<file path="src/rtl/pwmt_pkg.sv">
package pwmt_pkg;

  // Field and storage widths.
  localparam int unsigned CntWidth     = 16;
  localparam int unsigned PscWidth     = 16;
  localparam int unsigned ChannelCount = 4;
  localparam int unsigned PwmWidth     = 4;
  localparam int unsigned ChanIdxWidth = 2;
  localparam int unsigned DutyWidth    = 8;
  localparam int unsigned DutyMagWidth = DutyWidth - 1;
  localparam int unsigned DutyFull     = 100;

  // Scaling: compare = floor(auto_reload * duty / 100).
  // The product fits in ProdWidth bits; the division by 100 is a multiply by
  // ceil(2^RecipShift / 100) followed by a shift, exact over the whole range.
  localparam int unsigned ProdWidth  = CntWidth + DutyMagWidth;
  localparam int unsigned RecipShift = ProdWidth + DutyMagWidth;
  localparam int unsigned RecipWidth = 24;
  localparam logic [RecipWidth-1:0] RecipMult =
      RecipWidth'(((64'd1 << RecipShift) + 64'(DutyFull) - 64'd1) / 64'(DutyFull));
  localparam int unsigned ScaledWidth = ProdWidth + RecipWidth;

  // Register port geometry.
  localparam int unsigned ApbAddrWidth = 5;
  localparam int unsigned ApbDataWidth = 32;
  localparam int unsigned RegIdxWidth  = 3;

  // Input commands.
  typedef enum logic [1:0] {
    CmdTick      = 2'd0,
    CmdSetDuty   = 2'd1,
    CmdClearFlag = 2'd2,
    CmdNop       = 2'd3
  } cmd_e;

  // Register indexes (byte address is four times the index).
  typedef enum logic [RegIdxWidth-1:0] {
    RegPrescale   = 3'd0,
    RegAutoReload = 3'd1,
    RegCounterEn  = 3'd2,
    RegIrqEn      = 3'd3,
    RegChannelEn  = 3'd4,
    RegMainOutEn  = 3'd5
  } reg_idx_e;

  // Configuration as seen by the datapath.
  typedef struct packed {
    logic [PscWidth-1:0] psc;
    logic [CntWidth-1:0] auto_reload;
    logic                cnt_en;
    logic                irq_en;
    logic [PwmWidth-1:0] ch_en;
    logic                moe;
  } cfg_t;

endpackage

</file>
<file path="src/rtl/pwmt_regs.sv">
module pwmt_regs (
  input  logic                                 clk_i,
  input  logic                                 rst_ni,
  input  logic                                 psel,
  input  logic                                 penable,
  input  logic                                 pwrite,
  input  logic [pwmt_pkg::ApbAddrWidth-1:0]    paddr,
  input  logic [pwmt_pkg::ApbDataWidth-1:0]    pwdata,
  output logic [pwmt_pkg::ApbDataWidth-1:0]    prdata,
  output logic                                 pready,
  output pwmt_pkg::cfg_t                       cfg_o
);
  import pwmt_pkg::*;

  localparam cfg_t CfgReset = '{
    psc:         '0,
    auto_reload: '1,
    cnt_en:      1'b0,
    irq_en:      1'b0,
    ch_en:       '0,
    moe:         1'b0
  };

  cfg_t     cfg_q, cfg_d;
  reg_idx_e idx;
  logic     wr_en;

  assign idx    = reg_idx_e'(paddr[ApbAddrWidth-1:2]);
  assign wr_en  = psel && penable && pwrite;
  assign pready = 1'b1;
  assign cfg_o  = cfg_q;

  // Register write decode; writes outside the map are dropped.
  always_comb begin
    cfg_d = cfg_q;
    if (wr_en) begin
      case (idx)
        RegPrescale:   cfg_d.psc         = pwdata[PscWidth-1:0];
        RegAutoReload: cfg_d.auto_reload = pwdata[CntWidth-1:0];
        RegCounterEn:  cfg_d.cnt_en      = pwdata[0];
        RegIrqEn:      cfg_d.irq_en      = pwdata[0];
        RegChannelEn:  cfg_d.ch_en       = pwdata[PwmWidth-1:0];
        RegMainOutEn:  cfg_d.moe         = pwdata[0];
        default: ;
      endcase
    end
  end

  // Read data mux.
  always_comb begin
    case (idx)
      RegPrescale:   prdata = ApbDataWidth'(cfg_q.psc);
      RegAutoReload: prdata = ApbDataWidth'(cfg_q.auto_reload);
      RegCounterEn:  prdata = ApbDataWidth'(cfg_q.cnt_en);
      RegIrqEn:      prdata = ApbDataWidth'(cfg_q.irq_en);
      RegChannelEn:  prdata = ApbDataWidth'(cfg_q.ch_en);
      RegMainOutEn:  prdata = ApbDataWidth'(cfg_q.moe);
      default:       prdata = '0;
    endcase
  end

  always_ff @(posedge clk_i or negedge rst_ni) begin
    if (!rst_ni) begin
      cfg_q <= CfgReset;
    end else begin
      cfg_q <= cfg_d;
    end
  end

endmodule

</file>
<file path="src/rtl/pwmt_counter.sv">
module pwmt_counter (
  input  logic                            clk_i,
  input  logic                            rst_ni,
  input  pwmt_pkg::cfg_t                  cfg_i,
  input  logic                            step_i,
  input  logic                            clear_i,
  output logic [pwmt_pkg::CntWidth-1:0]   count_d_o,
  output logic                            flag_d_o
);
  import pwmt_pkg::*;

  logic [PscWidth-1:0] psc_q, psc_d;
  logic [CntWidth-1:0] cnt_q, cnt_d;
  logic                flag_q, flag_d;
  logic                psc_wrap;

  assign psc_wrap = psc_q >= cfg_i.psc;

  // Prescaler and main counter; a value at or above its top restarts at zero.
  always_comb begin
    psc_d  = psc_q;
    cnt_d  = cnt_q;
    flag_d = flag_q;
    if (step_i && cfg_i.cnt_en) begin
      if (psc_wrap) begin
        psc_d = '0;
        if (cnt_q >= cfg_i.auto_reload) begin
          cnt_d  = '0;
          flag_d = 1'b1;
        end else begin
          cnt_d = cnt_q + CntWidth'(1);
        end
      end else begin
        psc_d = psc_q + PscWidth'(1);
      end
    end
    if (clear_i) begin
      flag_d = 1'b0;
    end
  end

  assign count_d_o = cnt_d;
  assign flag_d_o  = flag_d;

  always_ff @(posedge clk_i or negedge rst_ni) begin
    if (!rst_ni) begin
      psc_q  <= '0;
      cnt_q  <= '0;
      flag_q <= 1'b0;
    end else begin
      psc_q  <= psc_d;
      cnt_q  <= cnt_d;
      flag_q <= flag_d;
    end
  end

  // A counter step always lands at or below the top value.
  assert property (@(posedge clk_i) disable iff (!rst_ni)
    (step_i && cfg_i.cnt_en && psc_wrap) |=> (cnt_q <= $past(cfg_i.auto_reload)))
    else $error("main counter stepped above auto reload");

  // The update flag is only raised by an enabled tick.
  assert property (@(posedge clk_i) disable iff (!rst_ni)
    $rose(flag_q) |-> $past(step_i && cfg_i.cnt_en))
    else $error("update flag set without a counting tick");

endmodule

</file>
<file path="src/rtl/pwmt_scale.sv">
module pwmt_scale (
  input  logic                                clk_i,
  input  logic                                load_i,
  input  logic [pwmt_pkg::CntWidth-1:0]       auto_reload_i,
  input  logic [pwmt_pkg::DutyMagWidth-1:0]   duty_i,
  input  logic                                adv_i,
  output logic [pwmt_pkg::CntWidth-1:0]       quot_o
);
  import pwmt_pkg::*;

  logic [ProdWidth-1:0]   prod_q, prod_d;
  logic [ScaledWidth-1:0] scaled;
  logic [CntWidth-1:0]    quot_q, quot_d;

  // First stage: auto_reload times duty.
  assign prod_d = ProdWidth'(auto_reload_i) * ProdWidth'(duty_i);

  // Second stage: divide by 100 through the reciprocal multiply.
  assign scaled = ScaledWidth'(prod_q) * ScaledWidth'(RecipMult);
  assign quot_d = scaled[RecipShift +: CntWidth];

  assign quot_o = quot_q;

  always_ff @(posedge clk_i) begin
    if (load_i) begin
      prod_q <= prod_d;
    end
    if (adv_i) begin
      quot_q <= quot_d;
    end
  end

endmodule

</file>
<file path="src/rtl/pwmt_compare.sv">
module pwmt_compare (
  input  logic                                 clk_i,
  input  logic                                 rst_ni,
  input  pwmt_pkg::cfg_t                       cfg_i,
  input  logic                                 wr_i,
  input  logic [pwmt_pkg::ChanIdxWidth-1:0]    ch_i,
  input  logic [pwmt_pkg::CntWidth-1:0]        val_i,
  input  logic [pwmt_pkg::CntWidth-1:0]        count_i,
  output logic [pwmt_pkg::PwmWidth-1:0]        pwm_o
);
  import pwmt_pkg::*;

  logic [CntWidth-1:0] cmp_q [ChannelCount];
  logic                ch_hit;

  assign ch_hit = 32'(ch_i) < ChannelCount;

  // PWM mode 1: high while the count is below the compare value and both the channel
  // enable and main output enable are set. A compare written by this same transfer is forwarded.
  always_comb begin
    logic [CntWidth-1:0] eff;
    pwm_o = '0;
    for (int k = 0; k < ChannelCount; k++) begin
      eff = (wr_i && ch_i == ChanIdxWidth'(k)) ? val_i : cmp_q[k];
      pwm_o[k] = cfg_i.moe && cfg_i.ch_en[k] && (count_i < eff);
    end
  end

  always_ff @(posedge clk_i or negedge rst_ni) begin
    if (!rst_ni) begin
      for (int k = 0; k < ChannelCount; k++) begin
        cmp_q[k] <= '0;
      end
    end else if (wr_i && ch_hit) begin
      cmp_q[ch_i] <= val_i;
    end
  end

endmodule

</file>
<file path="src/rtl/pwm_timer_with_update_irq_top.sv">
// Channel   Direction  Handshake               Payload
// input     in         in_valid_i/in_ready_o   command_i, channel_i, duty_percent_i
// result    out        out_valid_o/out_ready_i pwm_out_o, update_flag_o, irq_request_o,
//                                              count_value_o, duty_rejected_o
// config    in         psel/penable/pready     paddr, pwdata, prdata (APB, 32 bits)
//
// One item per cycle sustained while out_ready_i stays high.
// The four stages are the input register, the counter and duty-product stage, the
// reciprocal multiply that divides by 100, and the result register.
// Reset clears the counters, the update flag, the compare values and the pipeline.
// Each stage advances when the next one is empty or emptying, so a stalled result
// holds while upstream stages fill; in_ready_o drops once all four are full.
module pwm_timer_with_update_irq_top (
  input  logic        clk_i,
  input  logic        rst_ni,
  input  logic        in_valid_i,
  output logic        in_ready_o,
  input  logic [1:0]  command_i,
  input  logic [1:0]  channel_i,
  input  logic signed [7:0] duty_percent_i,
  output logic        out_valid_o,
  input  logic        out_ready_i,
  output logic [3:0]  pwm_out_o,
  output logic        update_flag_o,
  output logic        irq_request_o,
  output logic [15:0] count_value_o,
  output logic        duty_rejected_o,
  input  logic        psel,
  input  logic        penable,
  input  logic        pwrite,
  input  logic [4:0]  paddr,
  input  logic [31:0] pwdata,
  output logic [31:0] prdata,
  output logic        pready
);
  import pwmt_pkg::*;

  cfg_t cfg;

  // Stage valid bits and handshake chain.
  logic v0_q, v0_d, v1_q, v1_d, v2_q, v2_d, v3_q, v3_d;
  logic rdy1, rdy2, rdy3;
  logic load0, move0, move1, move2, move3;

  // Stage payloads.
  cmd_e                    cmd0_q;
  logic [ChanIdxWidth-1:0] ch0_q, ch1_q, ch2_q;
  logic signed [DutyWidth-1:0] duty0_q;
  logic [CntWidth-1:0]     cnt1_q, cnt2_q, cnt3_q;
  logic                    flag1_q, flag2_q, flag3_q;
  logic                    rej1_q, rej2_q, rej3_q;
  logic                    wr1_q, wr2_q;
  logic [PwmWidth-1:0]     pwm3_q;
  logic                    irq3_q;

  logic [CntWidth-1:0]     count_d;
  logic                    flag_d;
  logic [CntWidth-1:0]     quot;
  logic [PwmWidth-1:0]     pwm_d;
  logic                    is_set, duty_bad;

  assign rdy3       = !v3_q || out_ready_i;
  assign rdy2       = !v2_q || rdy3;
  assign rdy1       = !v1_q || rdy2;
  assign in_ready_o = !v0_q || rdy1;

  assign load0 = in_valid_i && in_ready_o;
  assign move0 = v0_q && rdy1;
  assign move1 = v1_q && rdy2;
  assign move2 = v2_q && rdy3;
  assign move3 = v3_q && out_ready_i;

  always_comb begin
    v0_d = load0 ? 1'b1 : (move0 ? 1'b0 : v0_q);
    v1_d = move0 ? 1'b1 : (move1 ? 1'b0 : v1_q);
    v2_d = move1 ? 1'b1 : (move2 ? 1'b0 : v2_q);
    v3_d = move2 ? 1'b1 : (move3 ? 1'b0 : v3_q);
  end

  always_ff @(posedge clk_i or negedge rst_ni) begin
    if (!rst_ni) begin
      v0_q <= 1'b0;
      v1_q <= 1'b0;
      v2_q <= 1'b0;
      v3_q <= 1'b0;
    end else begin
      v0_q <= v0_d;
      v1_q <= v1_d;
      v2_q <= v2_d;
      v3_q <= v3_d;
    end
  end

  // Duty range check: only 0 to 100 percent is taken.
  assign is_set   = cmd0_q == CmdSetDuty;
  assign duty_bad = duty0_q[DutyWidth-1] || (duty0_q[DutyMagWidth-1:0] > DutyMagWidth'(DutyFull));

  pwmt_regs u_regs (
    .clk_i   (clk_i),
    .rst_ni  (rst_ni),
    .psel    (psel),
    .penable (penable),
    .pwrite  (pwrite),
    .paddr   (paddr),
    .pwdata  (pwdata),
    .prdata  (prdata),
    .pready  (pready),
    .cfg_o   (cfg)
  );

  pwmt_counter u_counter (
    .clk_i     (clk_i),
    .rst_ni    (rst_ni),
    .cfg_i     (cfg),
    .step_i    (move0 && cmd0_q == CmdTick),
    .clear_i   (move0 && cmd0_q == CmdClearFlag),
    .count_d_o (count_d),
    .flag_d_o  (flag_d)
  );

  pwmt_scale u_scale (
    .clk_i         (clk_i),
    .load_i        (move0),
    .auto_reload_i (cfg.auto_reload),
    .duty_i        (duty0_q[DutyMagWidth-1:0]),
    .adv_i         (move1),
    .quot_o        (quot)
  );

  pwmt_compare u_compare (
    .clk_i   (clk_i),
    .rst_ni  (rst_ni),
    .cfg_i   (cfg),
    .wr_i    (move2 && wr2_q),
    .ch_i    (ch2_q),
    .val_i   (quot),
    .count_i (cnt2_q),
    .pwm_o   (pwm_d)
  );

  // Pipeline payload registers.
  always_ff @(posedge clk_i) begin
    if (load0) begin
      cmd0_q  <= cmd_e'(command_i);
      ch0_q   <= channel_i;
      duty0_q <= duty_percent_i;
    end
    if (move0) begin
      cnt1_q  <= count_d;
      flag1_q <= flag_d;
      rej1_q  <= is_set && duty_bad;
      wr1_q   <= is_set && !duty_bad;
      ch1_q   <= ch0_q;
    end
    if (move1) begin
      cnt2_q  <= cnt1_q;
      flag2_q <= flag1_q;
      rej2_q  <= rej1_q;
      wr2_q   <= wr1_q;
      ch2_q   <= ch1_q;
    end
    if (move2) begin
      cnt3_q  <= cnt2_q;
      flag3_q <= flag2_q;
      irq3_q  <= flag2_q && cfg.irq_en;
      rej3_q  <= rej2_q;
      pwm3_q  <= pwm_d;
    end
  end

  assign out_valid_o     = v3_q;
  assign pwm_out_o       = pwm3_q;
  assign update_flag_o   = flag3_q;
  assign irq_request_o   = irq3_q;
  assign count_value_o   = cnt3_q;
  assign duty_rejected_o = rej3_q;

  // Input back-pressure only when every stage holds a transfer.
  assert property (@(posedge clk_i) disable iff (!rst_ni)
    !in_ready_o |-> (v0_q && v1_q && v2_q && v3_q))
    else $error("input stalled with an empty pipeline stage");

endmodule
</file>
<file path="config.mk">
export PLATFORM = sky130hd
export DESIGN_NAME = pwm_timer_with_update_irq_top
export DESIGN_NICKNAME = d
export VERILOG_FILES = /design/src/rtl/pwmt_pkg.sv /design/src/rtl/pwmt_regs.sv /design/src/rtl/pwmt_counter.sv /design/src/rtl/pwmt_scale.sv /design/src/rtl/pwmt_compare.sv /design/src/rtl/pwm_timer_with_update_irq_top.sv
export SDC_FILE = /design/constraint.sdc
export NUM_CORES = 1
export LEC_CHECK = 0
export BUFFER_PORTS_ARGS = -buffer_cell sky130_fd_sc_hd__clkbuf_2
export CAP_MARGIN = 20
export CORE_UTILIZATION = 30
export DETAILED_ROUTE_END_ITERATION = 12
export GPL_TIMING_DRIVEN = 0
export PLACE_DENSITY_LB_ADDON = 0.25
export SYNTH_ARGS = -nofsm -noshare
export SYNTH_HDL_FRONTEND = slang
export SYNTH_SLANG_ARGS = --single-unit
</file>
<file path="constraint.sdc">
create_clock -name clk_i -period 6.4 [get_ports clk_i]
set_clock_uncertainty 0.05 [all_clocks]
set_input_delay 0 -clock clk_i [delete_from_list [all_inputs] [get_ports clk_i]]
set_output_delay 0 -clock clk_i [all_outputs]
set_load 0.1 [all_outputs]
</file>
==> impl_metrics.py, run 1 <==
metrics = {
    "worst_setup_path": {
        "regToRegSetupSlack_ns": -0.22,
        "cp.required_ns": 6.67,
        "end_kind": "flop",
        "crit_fanout": 4,
        "cp_data_arrival_time_ns": 6.89,
        "crit_path_start_kind": "flop",
        "path_class": "flop to flop",
    },
    "die": {
        "core-area_mm2": 0.07952,
        "row_count": 103,
        "fp.dieH_um": 286.4,
        "die_area_mm2": 0.08201,
        "io_pins": 114,
        "dieWidth_um": 286.4,
        "initial_core_util": 0.3051,
    },
    "synthesis": {
        "synth_flop_cell": "dfrtp_1",
        "ys_warn_count": 0,
        "seq_area_frac_synth": 0.2888,
        "ys_ff_latch": 256,
        "async_flop_share": 0.5469,
        "netlist_area_mm2": 0.02426,
        "synthCells": 2261,
        "ys_types": 79,
        "syn_avg_cell_area_um2": 10.73,
        "synth-edff-count": 116,
    },
    "timing": {
        "setup_slack_ns": -0.2182,
        "relSlewSlack": 0.3943,
        "hold_viol_final": 0,
        "drv_slew": 0,
        "tightest_slew_ns": 0.9086,
        "period_share": 1.034,
        "final.min_clock_period_ns": 6.618,
        "max_freq_ghz": 0.1511,
        "setup_viol": 10,
        "rsz0062_at_grt": "true",
    },
    "global_routing": {
        "grt_pass1_vias": 17378,
        "gr-total-overflow": 0,
        "grt_max_degree": 108,
        "antenna_found_initial": 2,
        "grt_usage": 0.1473,
        "grt_pass1_wl_um": 95050,
    },
    "detailed_routing": {
        "wl_per_cell_um": 16.79,
        "ant_nets": 0,
        "vias": 16023,
        "avgViaCountPerCell": 4.512,
        "drtIter0Drc": 823,
        "drtPass1Iterations": 5,
        "drc": 0,
        "routed_wirelength_um": 59640,
    },
    "layout": {
        "seq_area_mm2": 0.007007,
        "fill_cells": 7929,
        "area_growth_pct": 16.82,
        "multi_input_area_mm2": 0.01553,
        "antenna_cells": 0,
        "final_nets": 3171,
        "drive_gt1_frac": 0.1299,
    },
    "cts": {
        "cts_buffer_depth": 3,
        "cts.sink_count": 256,
        "clock_latency_ns": 0.58,
        "numCtsBuffers": 30,
        "path_clk_slew_ns": 0.06,
        "htreeDepth": 1,
        "cts_tree": "built",
        "cts-root-buf": "clkbuf_16",
    },
    "status": {
        "status": "finished with violations",
        "violations": "negative setup slack",
    },
    "placement": {
        "gp_congestion": 0.8947,
        "place_ws_ns": -0.6688,
        "dpl.hpwl_um": 48600,
        "port_buffers": 77,
    },
    "job": {
        "cap_viol_max_count": 0,
    },
    "min_path": {
        "hold_path.class": "primary input to flop",
    },
}
==> cell usage in the layout, fill, tap and decap left out, types with 32 or more instances in the layout <==
master and instances:
a21o_1 33, edfxtp_1 116, clkbuf_2 76, inv_1 471, buf_4 61, clkbuf_1 44, dfrtp_1 124, and2_1 40
ha_1 353, xnor2_1 32, a21oi_1 56, nor2_1 66, nand2_1 163, o21ai_0 68, fa_1 248, mux2i_1 77
dlygate4sd3_1 37
==> state kept, by name (all words and copies together) (netlist names), 4 cells and up <==
register         flops
u_compare.cmp_q     64
u_counter.psc_q     16
u_regs.cfg_o        39
cnt1_q              16
cnt2_q              16
count_value_o       16
duty0_q              8
u_scale.prod_q      23
u_counter.cnt_q     16
pwm_out_o            4
u_scale.quot_o      16
==> worst max-delay path: stages (launching register included) <==
cell	delay, ns
edfxtp_1	0.50
buf_4	0.20
ha_2	0.38
fa_1	0.47
fa_1	0.51
fa_1	0.62
fa_2	0.47
fa_1	0.52
fa_2	0.48
ha_1	0.34
a21oi_1	0.20
o2111ai_2	0.14
or2_4	0.29
o31ai_4	0.28
buf_12	0.15
buf_12	0.10
a21oi_4	0.06
a21o_1	0.24
o41ai_2	0.24
xnor2_1	0.12
==> cells by family after synthesis <==
kind of cell,Yosys count,share of synthesized area
buffers and inverters,549,0.08855
and+or+nand+nor,413,0.08540
other,2,0.0003095
DFF,256,0.2888
xor gates and xnor gates,50,0.01805
muxes,91,0.03842
adders and majority gates,638,0.4104
AOI/OAI and AO/OA,262,0.07008
==> cell type report <==
type                       instances  area share
multi-input combinational       1471      0.5480
sequential                       256      0.2472
inverter                         487     0.06450
tap                             1050     0.04635
timing repair buffer             169     0.04521
clock buffer                      44     0.03086
buffer                            62     0.01130
clock inverter                    12    0.006534
==> metrics by stage <==
| step | utilization | hold slack, ns | cells | instance area, um^2 | TNS, ns |
|---|---|---|---|---|---|
| final | 0.3564 | 0.07236 | 3551 | 28340 | -1.201 |
| after global routing | 0.3564 | 0.05915 | 3551 | 28340 | -2.982 |
| after CTS | 0.3521 | 0.04977 | 3538 | 28000 | -0.9576 |
| after detailed placement | 0.3277 | -0.1178 | 3404 | 26060 | -8.353 |
| after global placement | 0.3272 | 0.1311 | 3403 | 26020 | -7.497 |
| after floorplan | - | -0.3456 | 2276 | 24320 | 0 |
==> synthesized netlist by cell type (5+ instances only) <==
cell | count | area [um^2]
a211o_1 | 5 | 43.79
a211oi_1 | 8 | 60.06
a21o_1 | 33 | 247.7
a21oi_1 | 61 | 305.3
a22o_1 | 14 | 122.6
a31oi_1 | 6 | 37.54
and2_1 | 41 | 256.5
and3_1 | 23 | 143.9
and4_1 | 6 | 52.55
buf_4 | 18 | 135.1
clkbuf_1 | 36 | 135.1
dfrtp_1 | 124 | 3103
dfstp_2 | 16 | 420.4
edfxtp_1 | 116 | 3483
fa_1 | 263 | 5265
ha_1 | 375 | 4692
inv_1 | 487 | 1828
mux2_2 | 12 | 135.1
mux2i_1 | 77 | 770.7
nand2_1 | 167 | 626.9
nand2b_1 | 13 | 81.33
nand3_1 | 10 | 50.05
nand4_1 | 14 | 87.58
nor2_1 | 67 | 251.5
nor2b_1 | 30 | 187.7
nor3_1 | 9 | 45.04
o21a_1 | 12 | 90.09
o21ai_0 | 70 | 350.3
o21ai_1 | 13 | 65.06
or2_2 | 5 | 31.28
xnor2_1 | 32 | 280.3
xor2_1 | 18 | 157.7
==> worst paths after layout <==
kind / from / to / depth (start not counted)
setup / recovery: u_scale.prod_q[12] / u_scale.quot_o[15] / 19
hold / removal: duty_percent_i[3] / duty0_q[3] / 2
setup reg to reg: u_scale.prod_q[12] / u_scale.quot_o[15] / 19
hold reg to reg: cnt1_q[1] / cnt2_q[1] / 0
max in group asynchronous: rst_ni / v2_q / 4
min in group asynchronous: rst_ni / u_compare.cmp_q[36] / 4
==> metal layers <==
| layer | global-route usage | vias up | wire length, um |
|---|---|---|---|
| li1 | - | 7773 | - |
| met1 | 0.1994 | 7933 | 28070 |
| met2 | 0.2501 | 243 | 28290 |
| met3 | 0.01558 | 70 | 1821 |
| met4 | 0.03824 | 4 | 1444 |
| met5 | 0 | - | 22 |
==> what timing repair did <==
item                       CTS  global route
hold buffers                38             0
buffers inserted            40            12
cloned                       0             0
setup endpoints to repair   16            16
hold endpoints to repair   179             0
pin swaps                   36            52
gates resized for setup     38            49
Power of run 1 is left out: the tool's default activity adds up to more than one toggle a clock period on the data nets, which glitch-free logic cannot reach.
==> run 2: changes to the inputs <==
ABC_AREA = 0   (was default)
CORE_ASPECT_RATIO = 1.75   (was default)
PLACE_DENSITY = 0.48   (was default)
PLACE_DENSITY_LB_ADDON = default   (was 0.25)
==> run 2 against run 1 <==
Compared with the run above: the flow still finishes with violations (negative setup slack); die area hardly changed; critical path depth is 6 higher; final cell count is 0.17% lower; worst setup slack worse by 0.14 ns; first-iteration DRC count is 42% lower.
==> impl_metrics.py, run 2 (synthesis results as in run 1) <==
metrics = {
    "layout": {
        "seq_area_mm2": 0.007007,
        "fill_cells": 8157,
        "final_common_cell": "inv_1",
        "regMostFlops": "u_compare.cmp_q",
        "drive_gt1_frac": 0.1262,
        "final_nets": 3178,
        "final_cell_mix": "inv_1 (473), ha_1 (356), fa_1 (257)",
        "final_area_mm2": 0.02833,
        "antenna_cells": 0,
        "area_growth_pct": 16.75,
        "fin_util": 0.3546,
        "largest_register_ffs": 64,
        "multi_input_area_mm2": 0.01558,
    },
    "worst_setup_path": {
        "crit_path_start_kind": "flop",
        "path_class": "flop to flop",
        "crit_fanout": 3,
        "cp_data_arrival_time_ns": 7.01,
        "end_kind": "flop",
        "cp.required_ns": 6.66,
        "r2r-end": "u_scale.quot_o[13]",
        "reg2reg_depth": 25,
        "r2r-start": "u_scale.prod_q[7]",
        "regToRegSetupSlack_ns": -0.36,
    },
    "die": {
        "initial_core_util": 0.3037,
        "die_area_mm2": 0.08206,
        "io_pins": 114,
        "fp.dieH_um": 378.2,
        "dieWidth_um": 217.0,
        "row_count": 137,
        "core-area_mm2": 0.07988,
    },
    "cts": {
        "cts_buffer_depth": 3,
        "htreeDepth": 1,
        "cts-root-buf": "clkbuf_16",
        "numCtsBuffers": 25,
        "cts_tree": "built",
        "path_clk_slew_ns": 0.07,
        "clock_latency_ns": 0.57,
        "cts.sink_count": 256,
    },
    "global_routing": {
        "grt_pass1_wl_um": 102600,
        "antenna_found_initial": 0,
        "grt_max_degree": 91,
        "gr-total-overflow": 0,
        "grt_usage": 0.1650,
        "grt_pass1_vias": 18011,
    },
    "timing": {
        "rsz0062_at_grt": "true",
        "setup_viol": 15,
        "hold_slack_ns": 0.1021,
        "period_share": 1.056,
        "setup_slack_ns": -0.3559,
        "relSlewSlack": 0.3412,
        "final.min_clock_period_ns": 6.756,
        "hold_viol_final": 0,
        "max_freq_ghz": 0.1480,
        "drv_slew": 0,
        "tightest_slew_ns": 0.9882,
    },
    "placement": {
        "gp_congestion": 0.9061,
        "dpl_cell_area_mm2": 0.02611,
        "place_ws_ns": -1.191,
        "port_buffers": 77,
        "dpl.hpwl_um": 54260,
    },
    "detailed_routing": {
        "ant_nets": 0,
        "avgViaCountPerCell": 4.608,
        "vias": 16334,
        "drtPass1Iterations": 5,
        "drc": 0,
        "drtIter0Drc": 480,
        "wl_per_cell_um": 18.59,
        "routed_wirelength_um": 65900,
    },
    "min_path": {
        "worst_hold_startpoint": "channel_i[1]",
        "min_to": "ch0_q[1]",
        "whs_path_depth": 2,
        "hold_path.class": "primary input to flop",
    },
    "status": {
        "violations": "negative setup slack",
        "status": "finished with violations",
    },
    "job": {
        "cap_viol_max_count": 0,
    },
}
-- run 2: routing by layer --
metal  vias up  routed length, um  global-route usage
li1       7750                  -                   -
met1      8166              23060              0.1613
met2       279              37210              0.3328
met3       139               1588             0.01454
met4         0               4047             0.08969
met5         -                  0                   0
-- run 2: how the worst max path moves through the flow --
| stage | startpoint | end | slack [ns] | cells past startpoint |
|---|---|---|---|---|
| after global placement | u_scale.prod_q[6] | u_scale.quot_o[10] | -1.16 | 22 |
| after CTS | u_scale.prod_q[6] | u_scale.quot_o[10] | -0.41 | 23 |
| after floorplan | u_scale.prod_q[6] | u_scale.quot_o[10] | 0.12 | 22 |
| after detailed placement | u_scale.prod_q[6] | u_scale.quot_o[10] | -1.19 | 22 |
| after global routing | u_scale.prod_q[7] | u_scale.quot_o[13] | -0.58 | 25 |
| final | u_scale.prod_q[7] | u_scale.quot_o[13] | -0.36 | 25 |
-- run 2: timing repair --
action	CTS	global route
buffers inserted	48	11
setup endpoints to repair	16	16
pin swaps	53	27
hold endpoints to repair	191	0
gates resized for setup	63	36
hold buffers	42	0
-- run 2: final cells by class --
type / instances / share of cell area
Clock inverter: 16 / 0.007200
Tap cell: 1042 / 0.04603
Clock buffer: 30 / 0.02275
Multi-Input combinational cell: 1471 / 0.5499
Sequential cell: 256 / 0.2474
Timing Repair Buffer: 181 / 0.05075
Buffer: 62 / 0.01131
Inverter: 487 / 0.06467
-- run 2: through the flow --
| step | TNS (ns) | instances |
|---|---|---|
| floorplan | 0 | 2276 |
| global placement | -14.91 | 3395 |
| detailed placement | -15.33 | 3399 |
| CTS | -3.242 | 3534 |
| global route | -6.415 | 3545 |
| finish | -3.351 | 3545 |
-- run 2: worst max-delay path, stage by stage, from the launching register on --
cell	delay [ns]
edfxtp_1	0.51
buf_6	0.17
fa_1	0.49
inv_2	0.06
fa_1	0.50
inv_1	0.05
fa_1	0.45
fa_1	0.52
inv_2	0.04
fa_1	0.50
fa_1	0.49
inv_1	0.05
fa_1	0.50
inv_2	0.05
ha_4	0.16
a211oi_2	0.19
o21ai_1	0.11
a21oi_2	0.22
nor2_4	0.11
o31ai_4	0.35
buf_6	0.15
buf_6	0.09
a21oi_4	0.05
a211o_1	0.32
buf_4	0.14
xor2_1	0.14
Power of run 2 is left out for the same reason.
